$ cat src/design/sacc_pkg.sv
// Shared constants and controller/datapath interface types for the statistics accumulator.
`timescale 1ns / 1ps
`default_nettype none
package sacc_pkg;

   localparam int SAMPLE_BITS_DEF = 16;
   localparam int COUNT_BITS_DEF  = 27;

   localparam int W_SMP   = 16;
   localparam int W_TOTAL = 43;
   localparam int W_COUNT = 27;
   localparam int W_MEAN  = 32;
   localparam int W_VAR   = 46;
   localparam int W_STD   = 23;
   localparam int W_TDATA = 208;

   localparam int FRAC_BITS  = 16;
   localparam int SQRT_STEPS = W_VAR / 2;

   typedef struct packed {
      logic accept_en;
      logic div_mean;
      logic div_var;
      logic take_mean;
      logic take_a;
      logic mul;
      logic var_calc;
      logic sqrt_start;
      logic load_out;
   } sacc_cmd_type;

   typedef struct packed {
      logic last_taken;
      logic div_busy;
      logic sqrt_busy;
      logic out_free;
   } sacc_sts_type;

endpackage
`default_nettype wire

$ cat src/design/sacc_ctrl.sv
// Sequencer for accumulation, the two divides, variance and square root.
`timescale 1ns / 1ps
`default_nettype none
module sacc_ctrl import sacc_pkg::*; (
   input  wire logic   clock,
   input  wire logic   reset,
   input  sacc_sts_type sts,
   output sacc_cmd_type cmd
);

   localparam logic [3:0] S_ACC     = 4'd0;
   localparam logic [3:0] S_DSTART  = 4'd1;
   localparam logic [3:0] S_DMEAN   = 4'd2;
   localparam logic [3:0] S_DVAR    = 4'd3;
   localparam logic [3:0] S_MUL     = 4'd4;
   localparam logic [3:0] S_VAR     = 4'd5;
   localparam logic [3:0] S_SQSTART = 4'd6;
   localparam logic [3:0] S_SQRT    = 4'd7;
   localparam logic [3:0] S_OUT     = 4'd8;

   logic [3:0] state_ff, state_in;

   always_comb begin
      cmd      = '0;
      state_in = state_ff;
      unique case (state_ff)
         S_ACC: begin
            cmd.accept_en = 1'b1;
            if (sts.last_taken) state_in = S_DSTART;
         end
         S_DSTART: begin
            cmd.div_mean = 1'b1;
            state_in     = S_DMEAN;
         end
         S_DMEAN: begin
            if (!sts.div_busy) begin
               cmd.take_mean = 1'b1;
               cmd.div_var   = 1'b1;
               state_in      = S_DVAR;
            end
         end
         S_DVAR: begin
            if (!sts.div_busy) begin
               cmd.take_a = 1'b1;
               state_in   = S_MUL;
            end
         end
         S_MUL: begin
            cmd.mul  = 1'b1;
            state_in = S_VAR;
         end
         S_VAR: begin
            cmd.var_calc = 1'b1;
            state_in     = S_SQSTART;
         end
         S_SQSTART: begin
            cmd.sqrt_start = 1'b1;
            state_in       = S_SQRT;
         end
         S_SQRT: begin
            if (!sts.sqrt_busy) state_in = S_OUT;
         end
         S_OUT: begin
            if (sts.out_free) begin
               cmd.load_out = 1'b1;
               state_in     = S_ACC;
            end
         end
         default: state_in = S_ACC;
      endcase
   end

   always_ff @(posedge clock) begin
      if (reset) state_ff <= S_ACC;
      else       state_ff <= state_in;
   end

endmodule
`default_nettype wire

$ cat src/design/sacc_dp.sv
// Accumulators, shared restoring divider, squarer, variance and square-root datapath.
`timescale 1ns / 1ps
`default_nettype none
module sacc_dp import sacc_pkg::*; #(
   parameter int SAMPLE_BITS = SAMPLE_BITS_DEF,
   parameter int COUNT_BITS  = COUNT_BITS_DEF
) (
   input  wire logic               clock,
   input  wire logic               reset,
   input  sacc_cmd_type            cmd,
   output sacc_sts_type            sts,
   input  wire logic               req_tvalid,
   input  wire logic [W_SMP-1:0]   req_tdata,
   input  wire logic               req_tlast,
   output logic                    rsp_tvalid,
   input  wire logic               rsp_tready,
   output logic [W_TDATA-1:0]      rsp_tdata,
   output logic [0:0]              rsp_tuser
);

   localparam int SUM_W = SAMPLE_BITS + COUNT_BITS;
   localparam int SQ_W  = 2 * SAMPLE_BITS - 1 + COUNT_BITS;
   localparam int DIV_W = SQ_W + FRAC_BITS;
   localparam int A_W   = 2 * SAMPLE_BITS + 15;
   localparam int DC_W  = $clog2(DIV_W + 1);
   localparam int SC_W  = $clog2(SQRT_STEPS + 1);
   localparam int VD_W  = 48;
   localparam int REM_W = W_STD + 3;
   localparam logic [COUNT_BITS-1:0] CNT_MAX = '1;
   localparam logic signed [W_SMP-1:0] SMP_MAX = W_SMP'((1 << (SAMPLE_BITS - 1)) - 1);
   localparam logic signed [W_SMP-1:0] SMP_MIN = W_SMP'(-(1 << (SAMPLE_BITS - 1)));

   // accumulation
   logic signed [SAMPLE_BITS-1:0]   s_raw;
   logic signed [W_SMP-1:0]         s_ext;
   logic [SAMPLE_BITS-1:0]          s_mag;
   logic [2*SAMPLE_BITS-1:0]        s_sq;
   logic                            room, take;
   logic signed [W_SMP-1:0]         min_ff, max_ff, n_min, n_max;
   logic signed [SUM_W-1:0]         sum_ff, n_sum;
   logic [SQ_W-1:0]                 sq_ff, n_sq;
   logic [COUNT_BITS-1:0]           cnt_ff, n_cnt;
   logic                            ovf_ff, n_ovf;

   assign s_raw = signed'(req_tdata[SAMPLE_BITS-1:0]);
   assign s_ext = W_SMP'(s_raw);
   assign s_mag = s_raw[SAMPLE_BITS-1] ? SAMPLE_BITS'(-s_raw) : unsigned'(s_raw);
   assign s_sq  = (2 * SAMPLE_BITS)'(s_mag) * (2 * SAMPLE_BITS)'(s_mag);
   assign room  = (cnt_ff != CNT_MAX);
   assign take  = cmd.accept_en & req_tvalid;
   assign n_min = (s_ext < min_ff) ? s_ext : min_ff;
   assign n_max = (s_ext > max_ff) ? s_ext : max_ff;
   assign n_sum = room ? sum_ff + SUM_W'(s_raw) : sum_ff;
   assign n_sq  = room ? sq_ff + SQ_W'(s_sq) : sq_ff;
   assign n_cnt = room ? cnt_ff + 1'b1 : cnt_ff;
   assign n_ovf = ovf_ff | ~room;

   // snapshot of the closed set
   logic signed [W_SMP-1:0] c_min_ff, c_max_ff;
   logic signed [SUM_W-1:0] c_sum_ff;
   logic [SQ_W-1:0]         c_sq_ff;
   logic [COUNT_BITS-1:0]   c_cnt_ff;
   logic                    c_ovf_ff;

   always_ff @(posedge clock) begin
      if (reset || (take && req_tlast)) begin
         min_ff <= SMP_MAX;
         max_ff <= SMP_MIN;
         sum_ff <= '0;
         sq_ff  <= '0;
         cnt_ff <= '0;
         ovf_ff <= 1'b0;
      end else if (take) begin
         min_ff <= n_min;
         max_ff <= n_max;
         sum_ff <= n_sum;
         sq_ff  <= n_sq;
         cnt_ff <= n_cnt;
         ovf_ff <= n_ovf;
      end
   end

   always_ff @(posedge clock) begin
      if (take && req_tlast) begin
         c_min_ff <= n_min;
         c_max_ff <= n_max;
         c_sum_ff <= n_sum;
         c_sq_ff  <= n_sq;
         c_cnt_ff <= n_cnt;
         c_ovf_ff <= n_ovf;
      end
   end

   // restoring divider, one quotient bit per cycle
   logic [DIV_W-1:0]      dq_ff;
   logic [COUNT_BITS-1:0] dr_ff;
   logic [DC_W-1:0]       dc_ff;
   logic [COUNT_BITS:0]   d_sh, d_diff;
   logic                  d_ge;
   logic [SUM_W-1:0]      sum_mag;

   assign sum_mag = c_sum_ff[SUM_W-1] ? unsigned'(-c_sum_ff) : unsigned'(c_sum_ff);
   assign d_sh    = {dr_ff, dq_ff[DIV_W-1]};
   assign d_diff  = d_sh - {1'b0, c_cnt_ff};
   assign d_ge    = (d_sh >= {1'b0, c_cnt_ff});

   always_ff @(posedge clock) begin
      if (reset) begin
         dc_ff <= '0;
      end else if (cmd.div_mean || cmd.div_var) begin
         dc_ff <= DC_W'(DIV_W);
      end else if (dc_ff != '0) begin
         dc_ff <= dc_ff - 1'b1;
      end
   end

   always_ff @(posedge clock) begin
      if (cmd.div_mean) begin
         dq_ff <= DIV_W'({sum_mag, {FRAC_BITS{1'b0}}});
         dr_ff <= '0;
      end else if (cmd.div_var) begin
         dq_ff <= {c_sq_ff, {FRAC_BITS{1'b0}}};
         dr_ff <= '0;
      end else if (dc_ff != '0) begin
         dq_ff <= {dq_ff[DIV_W-2:0], d_ge};
         dr_ff <= d_ge ? d_diff[COUNT_BITS-1:0] : d_sh[COUNT_BITS-1:0];
      end
   end

   // mean, squared mean and variance
   logic [W_MEAN-1:0]          mmag_ff;
   logic signed [W_MEAN-1:0]   mean_ff;
   logic [A_W-1:0]             a_ff;
   logic [2*W_MEAN-1:0]        p_ff;
   logic [W_VAR-1:0]           var_ff;
   logic [VD_W-1:0]            a_x, b_x, v_diff;

   assign a_x    = VD_W'(a_ff);
   assign b_x    = p_ff[2*W_MEAN-1:FRAC_BITS];
   assign v_diff = a_x - b_x;

   always_ff @(posedge clock) begin
      if (cmd.take_mean) begin
         mmag_ff <= dq_ff[W_MEAN-1:0];
         mean_ff <= c_sum_ff[SUM_W-1] ? signed'(-dq_ff[W_MEAN-1:0])
                                      : signed'(dq_ff[W_MEAN-1:0]);
      end
      if (cmd.take_a) a_ff <= dq_ff[A_W-1:0];
      if (cmd.mul)    p_ff <= (2 * W_MEAN)'(mmag_ff) * (2 * W_MEAN)'(mmag_ff);
      if (cmd.var_calc) begin
         if (a_x <= b_x)                     var_ff <= '0;
         else if (v_diff[VD_W-1:W_VAR] != '0) var_ff <= '1;
         else                                var_ff <= v_diff[W_VAR-1:0];
      end
   end

   // digit-by-digit square root, two radicand bits per cycle
   logic [W_VAR-1:0] sv_ff;
   logic [REM_W-1:0] srem_ff, s_sh, s_trial;
   logic [W_STD-1:0] root_ff;
   logic [SC_W-1:0]  sc_ff;
   logic             s_ge;

   assign s_sh    = {srem_ff[REM_W-3:0], sv_ff[W_VAR-1:W_VAR-2]};
   assign s_trial = {1'b0, root_ff, 2'b01};
   assign s_ge    = (s_sh >= s_trial);

   always_ff @(posedge clock) begin
      if (reset) begin
         sc_ff <= '0;
      end else if (cmd.sqrt_start) begin
         sc_ff <= SC_W'(SQRT_STEPS);
      end else if (sc_ff != '0) begin
         sc_ff <= sc_ff - 1'b1;
      end
   end

   always_ff @(posedge clock) begin
      if (cmd.sqrt_start) begin
         sv_ff   <= var_ff;
         srem_ff <= '0;
         root_ff <= '0;
      end else if (sc_ff != '0) begin
         sv_ff   <= {sv_ff[W_VAR-3:0], 2'b00};
         srem_ff <= s_ge ? s_sh - s_trial : s_sh;
         root_ff <= {root_ff[W_STD-2:0], s_ge};
      end
   end

   // result register
   logic                 rsp_tvalid_ff;
   logic [W_TDATA-1:0]   rsp_tdata_ff;
   logic                 rsp_ovf_ff;

   always_ff @(posedge clock) begin
      if (reset)             rsp_tvalid_ff <= 1'b0;
      else if (cmd.load_out) rsp_tvalid_ff <= 1'b1;
      else if (rsp_tready)   rsp_tvalid_ff <= 1'b0;
   end

   always_ff @(posedge clock) begin
      if (cmd.load_out) begin
         rsp_tdata_ff <= W_TDATA'({root_ff, var_ff, mean_ff, W_COUNT'(c_cnt_ff),
                                   W_TOTAL'(c_sum_ff), c_max_ff, c_min_ff});
         rsp_ovf_ff   <= c_ovf_ff;
      end
   end

   assign rsp_tvalid     = rsp_tvalid_ff;
   assign rsp_tdata      = rsp_tdata_ff;
   assign rsp_tuser      = rsp_ovf_ff;

   assign sts.last_taken = take & req_tlast;
   assign sts.div_busy   = (dc_ff != '0);
   assign sts.sqrt_busy  = (sc_ff != '0);
   assign sts.out_free   = ~rsp_tvalid_ff | rsp_tready;

endmodule
`default_nettype wire

$ cat src/design/stream_statistics_accumulator_top.sv
// Top level of the stream statistics accumulator (min, max, mean, variance, deviation).
// Throughput: one sample per cycle while a set is accumulating.
// After the transaction marked tlast, no sample is taken until the result is loaded:
// two bit-serial divides on the shared divider, each giving DIV_W quotient bits,
// DIV_W = 2*SAMPLE_BITS - 1 + COUNT_BITS + 16 (74 by default), and a 23-step square root.
// rsp_tvalid rises with that load, which waits while a held result is stalled by rsp_tready.
// Reset: synchronous, active high; clears accumulators, sequencer and result valid.
`timescale 1ns / 1ps
`default_nettype none
module stream_statistics_accumulator_top import sacc_pkg::*; #(
   parameter int SAMPLE_BITS = SAMPLE_BITS_DEF,
   parameter int COUNT_BITS  = COUNT_BITS_DEF
) (
   input  wire logic               clock,
   input  wire logic               reset,
   // request stream
   input  wire logic               req_tvalid,
   output logic                    req_tready,
   input  wire logic [W_SMP-1:0]   req_tdata,   // sample[15:0]
   input  wire logic               req_tlast,   // last sample of the set
   // result stream
   output logic                    rsp_tvalid,
   input  wire logic               rsp_tready,
   output logic [W_TDATA-1:0]      rsp_tdata,   // minimum[15:0], maximum[31:16],
                                                // total[74:32], item_count[101:75],
                                                // mean_q16[133:102], variance_q16[179:134],
                                                // std_dev_q8[202:180], zero pad
   output logic [0:0]              rsp_tuser    // overflow[0]
);

   sacc_cmd_type cmd;
   sacc_sts_type sts;

   // Sequencer: accepts samples only while accumulating; walks the result
   // computation once per set.
   sacc_ctrl u_ctrl (
      .clock (clock),
      .reset (reset),
      .sts   (sts),
      .cmd   (cmd)
   );

   // Datapath: accumulators, divider, squarer, root unit and result register.
   sacc_dp #(
      .SAMPLE_BITS (SAMPLE_BITS),
      .COUNT_BITS  (COUNT_BITS)
   ) u_dp (
      .clock      (clock),
      .reset      (reset),
      .cmd        (cmd),
      .sts        (sts),
      .req_tvalid (req_tvalid),
      .req_tdata  (req_tdata),
      .req_tlast  (req_tlast),
      .rsp_tvalid (rsp_tvalid),
      .rsp_tready (rsp_tready),
      .rsp_tdata  (rsp_tdata),
      .rsp_tuser  (rsp_tuser)
   );

   assign req_tready = cmd.accept_en;

endmodule
`default_nettype wire

$ cat config.mk
export PLATFORM = sky130hd
export DESIGN_NAME = stream_statistics_accumulator_top
export DESIGN_NICKNAME = d
export VERILOG_FILES = /design/src/design/sacc_pkg.sv /design/src/design/sacc_ctrl.sv /design/src/design/sacc_dp.sv /design/src/design/stream_statistics_accumulator_top.sv
export SDC_FILE = /design/constraint.sdc
export NUM_CORES = 2
export LEC_CHECK = 0
export ABC_AREA = 1
export BUFFER_PORTS_ARGS = -buffer_cell sky130_fd_sc_hd__buf_2
export CAP_MARGIN = 10
export CORE_MARGIN = 4
export CORE_UTILIZATION = 65
export CTS_BUF_LIST = sky130_fd_sc_hd__clkbuf_16
export CTS_CLUSTER_DIAMETER = 120
export CTS_CLUSTER_SIZE = 14
export DETAILED_ROUTE_END_ITERATION = 12
export GPL_ROUTABILITY_DRIVEN = 0
export PLACE_DENSITY = 0.82
export SYNTH_ARGS = -nofsm -noshare
export SYNTH_HDL_FRONTEND = slang
export SYNTH_SLANG_ARGS = --single-unit
export TNS_END_PERCENT = 1
$ cat constraint.sdc
create_clock -name clock -period 32.2 [get_ports clock]
set_clock_uncertainty 0.2 [all_clocks]
set_input_delay 1.61 -clock clock [delete_from_list [all_inputs] [get_ports clock]]
set_output_delay 1.61 -clock clock [all_outputs]
set_load 0.1 [all_outputs]
* Word level (Yosys, flattened, before mapping)
Index checks and enable logic that the tools add are counted. Widths: inputs -> output; s select.
Word-level totals: logic and storage cells 125, register bits 958, output and inout port bits 211, input port bits 21
Cells by class: reduce and logical (&&, ||, !) cells 16, equality and inequality tests 14, multiply operators 2, mux-type cells 39, bitwise operators 6, magnitude comparators 5, $add $sub $neg 11
Operators with widths (number):
- $mux 74 | 2
- $mux 46 | 3
- $mux 43 | 2
- $mul 32x32->64 | 1
- $mux 59 | 1
- $add 58x32->58 | 1
- $mux 58 | 1
- $mux 27 | 2
- $le 47x48->1 | 1
- $mux 16 | 3
- $sub 47x48->48 | 1
- $add 43x16->43 | 1
- $neg 43->43 | 1
- $pmux 4 s9 | 1
- $mul 16x16->32 | 1
- $mux 32 | 1
- $neg 32->32 | 1
- $ge 28x27->1 | 1
- $add 27x1->27 const B | 1
- $ne 27x27->1 const B | 1
- $sub 27x27->27 | 1
- $ge 26x25->1 | 1
- $mux 24 | 1
- $sub 24x24->24 | 1
- other kinds (27) | 62

* Depth between registers and ports, before layout
word-level depth 6, gate-level depth with buffers 40, mapped depth without buffers 39

* Modules after synthesis
From an unflattened synthesis, not the netlist that was laid out.
Unflattened totals: cells, all modules 11123, area, all modules 89228.1 um^2
By module, submodules not included:
- sacc_dp | area an instance 88892.8 um^2, cells each 11070, times used 1
- sacc_ctrl | area an instance 335.3 um^2, cells each 53, times used 1

* Worst setup path after synthesis
Ideal clock, no wire load.
path type input -> register, start input port rsp_tready, end register u_dp.rsp_tdata_ff[0] (netlist: u_dp.rsp_tdata[0]) (enable), arrival time 10.312 ns, required time 31.222 ns, stages on the path 3, path buffers 0, library setup time 0.778 ns, path slack 20.910 ns, path through or2_2 inv_1 nor2_1
RTL lines:
- start, declared | RTL line stream_statistics_accumulator_top.sv:23 | input wire logic rsp_tready,
- end signal, assigned | RTL line sacc_dp.sv:203 | rsp_tdata_ff <= W_TDATA'({root_ff, var_ff, mean_ff, W_COUNT'(c_cnt_ff),
- end, declared | RTL line sacc_dp.sv:192 | logic [W_TDATA-1:0] rsp_tdata_ff;

* Final worst setup path
start input port req_tdata[0], end register u_dp.sq_ff[41]
Between the ends: longest elaborated chain between the ends 5
Ends and longest elaborated chain:
- start, declared | RTL line stream_statistics_accumulator_top.sv:19 | input wire logic [W_SMP-1:0] req_tdata,
- $neg 16->16 | RTL line sacc_dp.sv:47 | assign s_mag = s_raw[SAMPLE_BITS-1] ? SAMPLE_BITS'(-s_raw) : unsigned'(s_raw);
- $mux 16 (*) | RTL line sacc_dp.sv:47
- $mul 16x16->32 (*) | RTL line sacc_dp.sv:48 | assign s_sq = (2 * SAMPLE_BITS)'(s_mag) * (2 * SAMPLE_BITS)'(s_mag);
- $add 58x32->58 (*) | RTL line sacc_dp.sv:54 | assign n_sq = room ? sq_ff + SQ_W'(s_sq) : sq_ff;
- $mux 58 (*) | RTL line sacc_dp.sv:54
- end signal, assigned | RTL line sacc_dp.sv:77 | sq_ff <= n_sq;
- end, declared | RTL line sacc_dp.sv:41 | logic [SQ_W-1:0] sq_ff, n_sq;
Every way passes the cells marked *; elsewhere a longest branch is shown, timed or not. A chain may end at the register's enable or synchronous reset.

==> impl_metrics.ini <==
[synth]
yosysTopAreaCell = fa_1
synth_area_mm2 = 0.0894
ys.warnings.count = 0
ys_ff_latch = 941
synth_top_area_share = 0.225
ys_types = 60
synth-edff-count = 658
ys_seq_area_frac = 0.284
synth_cells = 11100
synthFlopType = edfxtp_1
syn_avg_cell_area_um2 = 8.02
synth_area_leaders = fa_1, edfxtp_1, nand2_1
synthArstFlopShare = 0

[routing]
drt_wl_total_mm = 261
avgRoutedWirePerCell_um = 20.0
vias_per_cell = 5.74
drt_iter0_markers = 9158
antenna_left = 0
dr.pass1.iters = 9
route.detailed.drc = 0
vias = 75200

[critical_path]
cp-start-kind = input pin
crit_slowest_cell = fa_1
arrival_ns = 9.34
path_class = input pin to register
cp_max_fo = 16
required_ns = 32.62
slowest_delay_ns = 0.56
crit_path_end_kind = register
crit_path_frequent_cell = nand2_1

[cells_and_area]
layout-drive-gt1-share = 0.0442
syn_to_final_growth_pct = 5.68
fill_cells = 10300
final_nets = 12800

[cts]
cts-root-buf = clkbuf_16
cts-resized-gates = 0
cts_tree = built
path_clk_slew_ns = 0.07
ctsHtreeMaxLevel = 3
post-cts-setup-buffer-count = 0
clk_path_buf_depth = 3
hold_buffers = 0
numCtsBuffers = 79
clock-sinks = 941
clk_latency_ns = 0.76

[sta]
period_minus_slack_ns = 8.92
fin_tns_setup_ns = 0
max-slew-margin-rel = 0.243
finalCritPeriodShare = 0.277
fmax_mhz = 112
final-max-slew-violation-count = 0
hold_viol = 0
rsz0062_at_grt = no
setup_violations = 0
worst_pin_slew_ns = 1.13

[floorplanning]
die_h_um = 379
core_mm2 = 0.136
pin_count = 232
die_w_um = 379
dieArea_mm2 = 0.144
initial_core_util = 0.657
rows = 135

[job]
maxCapViolCount = 0

[hold_path]
min_path_type = register to register

[grt]
grt_pass1_vias = 75800
grt_pass1_wl_mm = 410
grt_usage = 0.368
antenna_found_initial = 13
overflow = 0
grt_start_max_net_pins = 140

[placement]
hpwl_mm = 203
numPortBuffers = 226

[status]
status = finished, final reports clean
-- state kept, by name, summed over array words and instances, names as in the netlist, 23 cells and up --
register	flops
u_dp.srem_ff	24
u_dp.p_ff	48
u_dp.c_cnt_ff	27
u_dp.a_ff	47
u_dp.c_sq_ff	58
u_dp.mmag_ff	31
u_dp.root_ff	23
u_dp.sq_ff	58
u_dp.sv_ff	46
u_dp.dr_ff	27
u_dp.cnt_ff	27
u_dp.var_ff	46
u_dp.dq_ff	74
u_dp.rsp_tdata	203
u_dp.sum_ff	43
u_dp.mean_ff	32
u_dp.c_sum_ff	43
-- stage by stage --
stage               std cells  hold WS (ns)  cell area [um^2]  utilization  setup WS [ns]
finish                  13100         0.218             94500        0.695          23.28
global route            13100         0.225             94500        0.695          22.80
CTS                     13100         0.217             94500        0.695          23.44
detailed placement      12900         0.205             92100        0.677          22.71
global placement        12900         0.201             92100        0.677          22.99
floorplan               11200         0.200             89400            -          20.91
-- synth_stat cells (all sizes together) (8+ instances only) --
| cell type | number |
|---|---|
| dfxtp | 283 |
| o21bai | 52 |
| o21ai | 336 |
| o211ai | 13 |
| nand3 | 502 |
| a21o | 18 |
| buf | 106 |
| xnor2 | 72 |
| nand4 | 90 |
| clkbuf | 183 |
| or2 | 21 |
| nand2 | 2895 |
| edfxtp | 658 |
| ha | 552 |
| nor4 | 27 |
| a21oi | 473 |
| a31oi | 24 |
| nand3b | 20 |
| inv | 2766 |
| a221oi | 8 |
| a22o | 16 |
| nor3 | 73 |
| o21a | 57 |
| nor2 | 713 |
| and2 | 9 |
| clkinv | 9 |
| xor2 | 126 |
| fa | 1005 |
-- worst paths after layout --
path                         end  cells after the start  slack, ns             from
max               u_dp.sq_ff[41]                     37      23.28     req_tdata[0]
min          u_dp.rsp_tdata[111]                      0       0.22  u_dp.mean_ff[9]
max reg2reg        u_dp.p_ff[38]                     22      23.62  u_dp.mmag_ff[3]
min reg2reg  u_dp.rsp_tdata[111]                      0       0.22  u_dp.mean_ff[9]
-- layer usage --
layer,GRT usage,wire length (um),part of all wire
met1,0.456,93600,0.36
met2,0.580,117000,0.45
met3,0.0835,29300,0.11
met4,0.247,21300,0.081
met5,0,101,0.00039
-- layout make-up --
cell class	instances	area, um^2	share of cell area
Multi-Input combinational cell	7150	52300	0.554
Clock buffer	79	1980	0.0209
Antenna cell	4	10.0	0.000106
Sequential cell	941	25400	0.269
Inverter	2775	10400	0.110
Clock inverter	67	420	0.00445
Timing Repair Buffer	292	1640	0.0174
Tap cell	1781	2230	0.0236
-- placed cells by master (no fill, tap or decap), drive strengths merged, types with 4 or more instances in the layout --
master	n
nand2	2895
inv	2825
fa	1005
nor2	713
edfxtp	658
ha	552
nand3	502
a21oi	473
o21ai	336
buf	292
dfxtp	283
xor2	126
nand4	90
clkbuf	79
nor3	73
xnor2	72
o21a	57
o21bai	52
nor4	27
a31oi	24
or2	21
nand3b	20
a21o	18
a22o	16
conb	16
clkinv	16
o211ai	13
and2	9
a221oi	8
o31ai	6
a211oi	5
diode	4
a21boi	4
and3	4
a22oi	4
-- critical path: cells and delay by family --
family / cells / cell delay (ns)
adders and majority gates: 8 / 3.76
and+or+nand+nor: 17 / 2.52
buffers and inverters: 10 / 1.06
AOI/OAI and AO/OA: 2 / 0.36
-- cell families (layout without fill, tap and decap cells) --
family | count (synthesis) | after routing | share of synthesized area
adder cells (fa/ha/maj) | 1557 | 1557 | 0.302
buffers and inverters | 3064 | 3213 | 0.131
other | 2 | 20 | 0.0000840
AND/OR/NAND/NOR | 4357 | 4357 | 0.198
AO/OA/AOI/OAI | 1020 | 1020 | 0.0636
multiplexers | 2 | 2 | 0.000252
flip-flops | 941 | 941 | 0.284
XOR/XNOR | 198 | 198 | 0.0196
Power is left out: the tool's default activity adds up to more than one toggle a clock period on the data nets, which glitch-free logic cannot reach.
